File: src/design/svm_pkg.sv
`default_nettype none

package svm_pkg;

    // input word kinds
    typedef enum logic [1:0] {
        KIND_WRITE = 2'd0,
        KIND_START = 2'd1,
        KIND_TICK  = 2'd2
    } kind_t;

    // controller states
    typedef enum logic [1:0] {
        ST_IDLE,
        ST_SCAN,
        ST_DRAIN,
        ST_EMIT
    } state_t;

    // controller to datapath
    typedef struct packed {
        logic write_word;
        logic start_voice;
        logic clear_sum;
        logic scan;
        logic emit;
    } cmd_t;

    // datapath to controller
    typedef struct packed {
        logic out_full;
    } status_t;

    localparam logic [14:0] LIMIT_RESET = 15'd28000;
    localparam logic [16:0] MAX_LENGTH  = 17'd65536;

endpackage

`default_nettype wire

File: src/design/svm_ctrl.sv
`default_nettype none

module svm_ctrl #(
    parameter int VOICES = 16
) (
    input  wire logic              clk,
    input  wire logic              rst_n,
    input  wire logic              in_valid,
    output logic                   in_ready,
    input  wire logic [1:0]        kind,
    input  wire svm_pkg::status_t  status,
    output svm_pkg::cmd_t          cmd,
    output logic [((VOICES > 1) ? $clog2(VOICES) : 1)-1:0] scan_idx
);

    localparam int VW = (VOICES > 1) ? $clog2(VOICES) : 1;
    localparam logic [VW-1:0] LAST = VW'(VOICES - 1);

    svm_pkg::state_t state_reg, state_next;
    logic [VW-1:0]   count_reg, count_next;

    // state and voice counter
    always_ff @(posedge clk or negedge rst_n)
    begin
        if (!rst_n)
        begin
            state_reg <= svm_pkg::ST_IDLE;
            count_reg <= '0;
        end
        else
        begin
            state_reg <= state_next;
            count_reg <= count_next;
        end
    end

    assign scan_idx = count_reg;

    // next state and commands
    always_comb
    begin
        state_next = state_reg;
        count_next = count_reg;
        cmd        = '0;
        in_ready   = 1'b0;
        case (state_reg)
            svm_pkg::ST_IDLE:
            begin
                in_ready = 1'b1;
                if (in_valid)
                begin
                    case (svm_pkg::kind_t'(kind))
                        svm_pkg::KIND_WRITE: cmd.write_word  = 1'b1;
                        svm_pkg::KIND_START: cmd.start_voice = 1'b1;
                        svm_pkg::KIND_TICK:
                        begin
                            cmd.clear_sum = 1'b1;
                            count_next    = '0;
                            state_next    = svm_pkg::ST_SCAN;
                        end
                        default: ; // unused kind: dropped
                    endcase
                end
            end
            svm_pkg::ST_SCAN:
            begin
                cmd.scan = 1'b1;
                if (count_reg == LAST)
                    state_next = svm_pkg::ST_DRAIN;
                else
                    count_next = count_reg + VW'(1);
            end
            svm_pkg::ST_DRAIN:
            begin
                // last voice's sample is summed this cycle
                state_next = svm_pkg::ST_EMIT;
            end
            svm_pkg::ST_EMIT:
            begin
                if (!status.out_full)
                begin
                    cmd.emit   = 1'b1;
                    state_next = svm_pkg::ST_IDLE;
                end
            end
            default: state_next = svm_pkg::ST_IDLE;
        endcase
    end

endmodule

`default_nettype wire

File: config.mk
export PLATFORM = sky130hd
export DESIGN_NAME = svm_ctrl
export DESIGN_NICKNAME = d
export VERILOG_FILES = /design/src/design/svm_pkg.sv /design/src/design/svm_ctrl.sv
export SDC_FILE = /design/constraint.sdc
export NUM_CORES = 1
export LEC_CHECK = 0
export BUFFER_PORTS_ARGS = -buffer_cell sky130_fd_sc_hd__buf_2
export CAP_MARGIN = 10
export CORE_AREA = 3 3 40 42
export DETAILED_ROUTE_END_ITERATION = 8
export DIE_AREA = 0 0 43 45
export PLACE_DENSITY = 0.54
export SLEW_MARGIN = 10
export SYNTH_ARGS = -nofsm -noshare
export SYNTH_HDL_FRONTEND = slang
export SYNTH_SLANG_ARGS = --single-unit
File: constraint.sdc
create_clock -name clk -period 5.2 [get_ports clk]
set_clock_uncertainty 0.05 [all_clocks]
set_input_delay 0.52 -clock clk [delete_from_list [all_inputs] [get_ports clk]]
set_output_delay 0.52 -clock clk [all_outputs]
set_load 0.005 [all_outputs]
==> results.json, run 1 <==
{
  "grt_setup_unrepaired": "false",
  "crit_buf_inv": 2,
  "cellPowerDensity_nw_per_um2": 497,
  "worstMarginPinSlew_ns": 0.481,
  "finalHoldViolCount": 0,
  "cts_resized": 0,
  "cts-root-buf": "clkbuf_4",
  "fp.coreArea_um2": 1280,
  "io_pins": 16,
  "cts.reportedPaths.clkPinSlew_ns": 0.04,
  "wl_per_cell_um": 10.6,
  "cts.sinks": 6,
  "routed_wl_um": 813,
  "relSlewSlack": 0.680,
  "rows": 13,
  "firstDrtPassIters": 4,
  "ys_seq_area_frac": 0.347,
  "crit_path_start_kind": "register",
  "cts_tree": "yes",
  "vias": 389,
  "first_global_vias": 337,
  "die_h_um": 45,
  "synth_area_um2": 433,
  "crit_family": "flip-flops",
  "yosys_warnings": 0,
  "synth_cell_types": 19,
  "synth.avg_cell_area_um2": 9.84,
  "fin_util": 0.427,
  "antenna_found_initial": 0,
  "cpPeakStageDelay_ns": 0.39,
  "peakVddDrop_uv": 178,
  "syn_nets": 56,
  "largest_reg_flops": 4,
  "syn_inst": 44,
  "fillCellCount": 141,
  "port_buffers": 15,
  "final_nets": 76,
  "clkLatencyLatePin_ns": 0.24,
  "start_util": 0.337,
  "fp.dieW_um": 43,
  "slew_violations": 0,
  "hold_buffers": 0,
  "setup_violations": 0,
  "fin_crit_sh": 0.393,
  "postCtsSetupRepairBufs": 0,
  "drtIter0Drc": 2,
  "required_ns": 4.63,
  "cap_viol_max_count": 0,
  "numCtsBuffers": 3,
  "hp-class": "in -> async",
  "grt_util_all_layers": 0.102,
  "grt_pass1_wl_um": 1440,
  "post-route-min-period_ns": 2.04,
  "grt_max_degree": 11,
  "dp_hpwl_um": 674,
  "max_freq_ghz": 0.489,
  "cp_max_fo": 5,
  "path_class": "reg -> out",
  "report.power.total_mw": 0.273,
  "regToRegSetupSlack_ns": 3.24,
  "layout_common_cells": "buf_2, nand2_1, ha_1, dfrtp_1",
  "layout_commonest_cell": "buf_2",
  "gp_congestion": 0.692,
  "power_leakage_nw": 0.300,
  "area_growth_pct": 26.9,
  "worstPathArrival_ns": 1.47,
  "crit_slowest_cell": "dfrtp_1",
  "drive_gt1_frac": 0.339,
  "drc": 0,
  "cts_max_path_buffers": 2,
  "critPathCaptureType": "output port",
  "grt-ovfl-total": 0,
  "synth-seq-cells": 6,
  "cp_cell_sequence": "inv_1 > ha_1 > nand2_1 > nor3b_1 > buf_2",
  "antenna_cells": 0,
  "die_area_um2": 1940,
  "vias_per_cell": 5.05,
  "htreeDepth": 1,
  "status": "finished clean",
  "antenna_left": 0,
  "fin_setup_tns_ns": 0
}
==> synth_stat cells <==
master	number	area, um2
a211o_1	1	8.76
o21ai_1	1	5.00
nor2_1	1	3.75
a222oi_1	1	10.0
ha_1	6	75.1
nand3_1	4	20.0
and4_4	1	11.3
nor2b_1	1	6.26
or2b_1	1	7.51
nand2_1	7	26.3
a211o_4	1	17.5
and3b_1	1	8.76
or4b_1	1	10.0
nor3_1	2	10.0
nor3b_1	2	15.0
inv_1	2	7.51
o21ai_0	4	20.0
dfrtp_1	6	150
nand3b_4	1	20.0
==> final timing paths <==
kind | start | endpoint | cells after the start
setup / recovery | state_reg[0]$_DFFE_PN0P_ | cmd[3] | 5
hold / removal | rst_n | scan_idx[3]$_DFFE_PN0P_ | 1
setup reg to reg | state_reg[1]$_DFFE_PN0P_ | scan_idx[3]$_DFFE_PN0P_ | 6
hold reg to reg | scan_idx[1]$_DFFE_PN0P_ | scan_idx[1]$_DFFE_PN0P_ | 2
max in group asynchronous | rst_n | state_reg[0]$_DFFE_PN0P_ | 1
min in group clk | scan_idx[1]$_DFFE_PN0P_ | scan_idx[1]$_DFFE_PN0P_ | 2
==> metrics by stage <==
step                setup slack, ns  area (um2)  std cells  hold slack, ns
global route                   2.99         549         77          0.0388
detailed placement             3.23         527         74           0.299
floorplan                      3.31         433         44           0.174
finish                         3.16         549         77          0.0454
CTS                            3.14         549         77          0.0380
global placement               3.24         527         74           0.300
==> layer usage <==
metal  share of wire  vias up  routed length, um  track usage
met4           0.011        0                  9        0.108
met5               0        -                  0            0
met3           0.089        2                 72       0.0159
met1            0.45      174                363        0.132
li1                -      199                  -            -
met2            0.45       14                368        0.138
==> final cells by class <==
type	count	area, um2	share of cell area
clock buffer	3	22.5	0.0410
multi-input combinational	36	275	0.501
sequential	6	150	0.273
timing repair buffer	15	75.1	0.137
tap	15	18.8	0.0342
inverter	2	7.51	0.0137
==> cell families after synthesis <==
family,Yosys count,synth area share
AO/OA/AOI/OAI,8,0.142
adder cells (fa/ha/maj),6,0.173
buffers and inverters,2,0.0173
flip-flops,6,0.347
AND/OR/NAND/NOR,22,0.321
==> power by group <==
group / switching, mW / leakage (nW) / internal, mW / total, mW
Clock: 0.0148 / 0.0138 / 0.0260 / 0.0408
Combinational: 0.0800 / 0.207 / 0.0652 / 0.145
Sequential: 0.0201 / 0.0791 / 0.0671 / 0.0872
Total: 0.115 / 0.300 / 0.158 / 0.273
Note: power is estimated with default switching activity, not from simulation.
==> inputs of run 2 (changes only) <==
clock period = 2.11 ns   (was 5.2 ns; I/O delays follow)
==> results.json, run 2 (synthesized netlist as in run 1, its figures left out) <==
{
  "multi_input_area_um2": 275,
  "wl_per_cell_um": 11.1,
  "cap_viol_max_count": 0,
  "antenna_left": 0,
  "cellPowerDensity_nw_per_um2": 1230,
  "status": "finished clean",
  "layout_commonest_cell": "buf_2",
  "antenna_cells": 0,
  "die_area_um2": 1940,
  "relSlewSlack": 0.660,
  "cts_resized": 0,
  "grt_pass1_wl_um": 1540,
  "clkLatencyLatePin_ns": 0.24,
  "rows": 13,
  "first_global_vias": 363,
  "routed_wl_um": 875,
  "area_growth_pct": 30.9,
  "grt_setup_unrepaired": "false",
  "layout_common_cells": "buf_2, nand2_1, ha_1, dfrtp_1",
  "antenna_found_initial": 0,
  "cts-root-buf": "clkbuf_4",
  "max_freq_ghz": 0.525,
  "worstMarginPinSlew_ns": 0.510,
  "cp_max_fo": 8,
  "fillCellCount": 142,
  "drtIter0Drc": 4,
  "peakVddDrop_uv": 445,
  "drc": 0,
  "worstPathArrival_ns": 2.04,
  "fin_crit_sh": 0.903,
  "final_nets": 78,
  "post-route-min-period_ns": 1.91,
  "grt-ovfl-total": 0,
  "numCtsBuffers": 3,
  "largest_reg_flops": 4,
  "start_util": 0.337,
  "slew_violations": 0,
  "setup_violations": 0,
  "power_leakage_nw": 0.310,
  "io_pins": 16,
  "place_area_um2": 534,
  "final_area_um2": 567,
  "vias_per_cell": 4.91,
  "die_h_um": 45,
  "grt_util_all_layers": 0.112,
  "htreeDepth": 1,
  "required_ns": 2.24,
  "firstDrtPassIters": 4,
  "cts_max_path_buffers": 2,
  "gp_congestion": 0.698,
  "port_buffers": 15,
  "dp_hpwl_um": 672,
  "fin_setup_tns_ns": 0,
  "critPathCaptureType": "register",
  "cts.reportedPaths.clkPinSlew_ns": 0.05,
  "regArea_um2": 150,
  "crit_path_start_kind": "register",
  "fp.dieW_um": 43,
  "hp-class": "in -> async",
  "path_class": "reg -> reg",
  "drive_gt1_frac": 0.344,
  "cts_tree": "yes",
  "cts.sinks": 6,
  "finalHoldViolCount": 0,
  "fp.coreArea_um2": 1280,
  "grt_max_degree": 9,
  "vias": 388
}
## run 2: worst paths after layout
check,from,endpoint,slack (ns),cells after the start
max,scan_idx[0]$_DFFE_PN0P_,scan_idx[3]$_DFFE_PN0P_,0.20,5
min,rst_n,scan_idx[3]$_DFFE_PN0P_,0.27,2
max reg2reg,scan_idx[0]$_DFFE_PN0P_,scan_idx[3]$_DFFE_PN0P_,0.20,5
min reg2reg,scan_idx[1]$_DFFE_PN0P_,scan_idx[1]$_DFFE_PN0P_,0.50,2
max in group asynchronous,rst_n,state_reg[1]$_DFFE_PN0P_,1.59,2
min in group clk,status,state_reg[1]$_DFFE_PN0P_,0.35,4
## run 2: stage by stage
step	power [mW]	instances	hold slack (ns)	setup WS, ns	utilization
after CTS	0.706	79	0.270	0.206	0.441
after global placement	0.593	75	-0.00504	0.216	0.416
after detailed placement	0.595	75	-0.00321	0.215	0.416
after floorplan	0.456	44	-0.135	0.225	-
after global routing	0.791	79	0.281	0.107	0.441
final	0.695	79	0.270	0.204	0.441
## run 2: critical path: stages (launching register included)
cell     delay, ns
dfrtp_1       0.42
ha_1          0.26
and4_4        0.18
a211o_4       0.34
or4b_1        0.50
nand3_1       0.09
## run 2: routing by layer
metal / GRT usage / vias to the layer above / wire (um) / part of all wire
met2: 0.153 / 16 / 352 / 0.40
met4: 0.0904 / 0 / 9 / 0.010
met5: 0 / - / 0 / 0
met3: 0.0398 / 2 / 86 / 0.098
met1: 0.142 / 170 / 426 / 0.49
li1: - / 200 / - / -
## run 2: what timing repair did
action	in CTS	in global routing
endpoints found under the hold margin	6	0
hold buffers	1	0
setup buffers	0	0
## run 2: cell type report
| class | count | share of cell area |
|---|---|---|
| clock buffers | 3 | 0.0397 |
| inverters | 2 | 0.0132 |
| multi-input cells | 36 | 0.486 |
| flip-flops and latches | 6 | 0.265 |
| well taps | 15 | 0.0331 |
| repair buffers | 17 | 0.163 |
## run 2: power breakdown
part           total, mW  internal [mW]  switching [mW]
logic              0.373          0.171           0.202
registers          0.216          0.165          0.0512
clock network      0.106         0.0644          0.0417
==> inputs of run 3 (changes only) <==
PLACE_DENSITY = 0.67   (was 0.54)
==> results.json, run 3 (synthesized netlist as in run 1, its figures left out) <==
{
  "status": "finished clean",
  "fin_setup_tns_ns": 0,
  "wl_per_cell_um": 11.2,
  "fp.coreArea_um2": 1280,
  "die_area_um2": 1940,
  "start_util": 0.337,
  "cts_max_path_buffers": 2,
  "first_global_vias": 324,
  "drtIter0Drc": 10,
  "crit_slowest_cell": "or4b_1",
  "rows": 13,
  "layout_common_cells": "buf_2, nand2_1, ha_1, dfrtp_1",
  "grt_pass1_wl_um": 1460,
  "port_buffers": 15,
  "path_class": "reg -> reg",
  "drive_gt1_frac": 0.344,
  "vias": 398,
  "grt_util_all_layers": 0.109,
  "crit_path_start_kind": "register",
  "fin_util": 0.441,
  "largest_reg_flops": 4,
  "grt-busiest-layer": "met2",
  "cp_max_fo": 8,
  "worstPathArrival_ns": 2.04,
  "antenna_cells": 0,
  "cts-root-buf": "clkbuf_4",
  "max_freq_ghz": 0.524,
  "ff2ff_path_depth": 5,
  "setup_violations": 0,
  "cellPowerDensity_nw_per_um2": 1240,
  "dp_hpwl_um": 693,
  "hp-class": "in -> async",
  "io_pins": 16,
  "peakVddDrop_uv": 579,
  "r2r-start": "scan_idx[0]$_DFFE_PN0P_",
  "grt-ovfl-total": 0,
  "finalHoldViolCount": 0,
  "post-route-min-period_ns": 1.91,
  "cts_resized": 0,
  "cts.reportedPaths.clkPinSlew_ns": 0.05,
  "cts.sinks": 6,
  "routed_wl_um": 881,
  "cap_viol_max_count": 0,
  "fillCellCount": 121,
  "postCtsSetupRepairBufs": 0,
  "die_h_um": 45,
  "worstMarginPinSlew_ns": 0.473,
  "htreeDepth": 1,
  "cp_cell_sequence": "ha_1 > and4_4 > a211o_4 > or4b_1 > nand3_1",
  "relSlewSlack": 0.685,
  "met3_usage": 0.0717,
  "cpPeakStageDelay_ns": 0.50,
  "final_nets": 78,
  "clkLatencyLatePin_ns": 0.25,
  "hold_buffers": 1,
  "critPathCaptureType": "register",
  "numCtsBuffers": 3,
  "cp-startpoint": "scan_idx[0]$_DFFE_PN0P_",
  "antenna_found_initial": 0,
  "grt_use_met1": 0.126,
  "slew_violations": 0,
  "drc": 0,
  "firstDrtPassIters": 4,
  "power_leakage_nw": 0.310,
  "grt_setup_unrepaired": "false",
  "grt_max_degree": 9,
  "r2r_end": "scan_idx[3]$_DFFE_PN0P_",
  "area_growth_pct": 30.9,
  "vias_per_cell": 5.04,
  "fp.dieW_um": 43,
  "required_ns": 2.24,
  "fin_crit_sh": 0.904,
  "grt_util_met2": 0.156,
  "layout_commonest_cell": "buf_2",
  "gp_congestion": 0.776,
  "antenna_left": 0,
  "regToRegSetupSlack_ns": 0.20,
  "cts_tree": "yes"
}
[run 3: cell counts in the layout (fill, tap and decap cells not counted)]
No cell type changed its count.
[run 3: cell type report]
cell class                 count  area (um2)  share of cell area
clock buffer                   3        22.5              0.0397
inverter                       2        7.51              0.0132
multi-input combinational     36         275               0.486
sequential                     6         150               0.265
tap                           15        18.8              0.0331
timing repair buffer          17        92.6               0.163
[run 3: how the worst max path moves through the flow]
stage	end	slack, ns
5_1_grt	scan_idx[3]$_DFFE_PN0P_	0.12
2_1_floorplan	scan_idx[3]$_DFFE_PN0P_	0.22
3_5_place_dp	scan_idx[3]$_DFFE_PN0P_	0.22
3_3_place_gp	scan_idx[3]$_DFFE_PN0P_	0.24
4_1_cts	scan_idx[3]$_DFFE_PN0P_	0.20
6_report	scan_idx[3]$_DFFE_PN0P_	0.20
[run 3: metrics by stage]
step	area (um2)	power [mW]	hold WS [ns]	cells	setup slack, ns
6_report	567	0.700	0.271	79	0.203
5_1_grt	567	0.777	0.271	79	0.121
4_1_cts	567	0.709	0.261	79	0.202
3_5_place_dp	534	0.593	-0.00563	75	0.216
3_3_place_gp	534	0.579	-0.00871	75	0.245
2_1_floorplan	433	0.456	-0.135	44	0.225
[run 3: worst max-delay path, delay by kind of cell (launching register included)]
family / cells / cell delay, ns
flip-flops: 1 / 0.41
AO/OA/AOI/OAI: 1 / 0.34
adder cells (fa/ha/maj): 1 / 0.26
AND/OR/NAND/NOR: 3 / 0.77
[run 3: power breakdown]
group	switching (mW)	total [mW]	internal [mW]
Clock	0.0431	0.108	0.0645
Combinational	0.205	0.377	0.172
Sequential	0.0506	0.216	0.165
Total	0.299	0.700	0.401
[run 3: layer usage]
| layer | up-vias | wire length (um) |
|---|---|---|
| met2 | 20 | 373 |
| met3 | 2 | 98 |
| met1 | 176 | 404 |
| met5 | - | 0 |
| met4 | 0 | 4 |
| li1 | 200 | - |
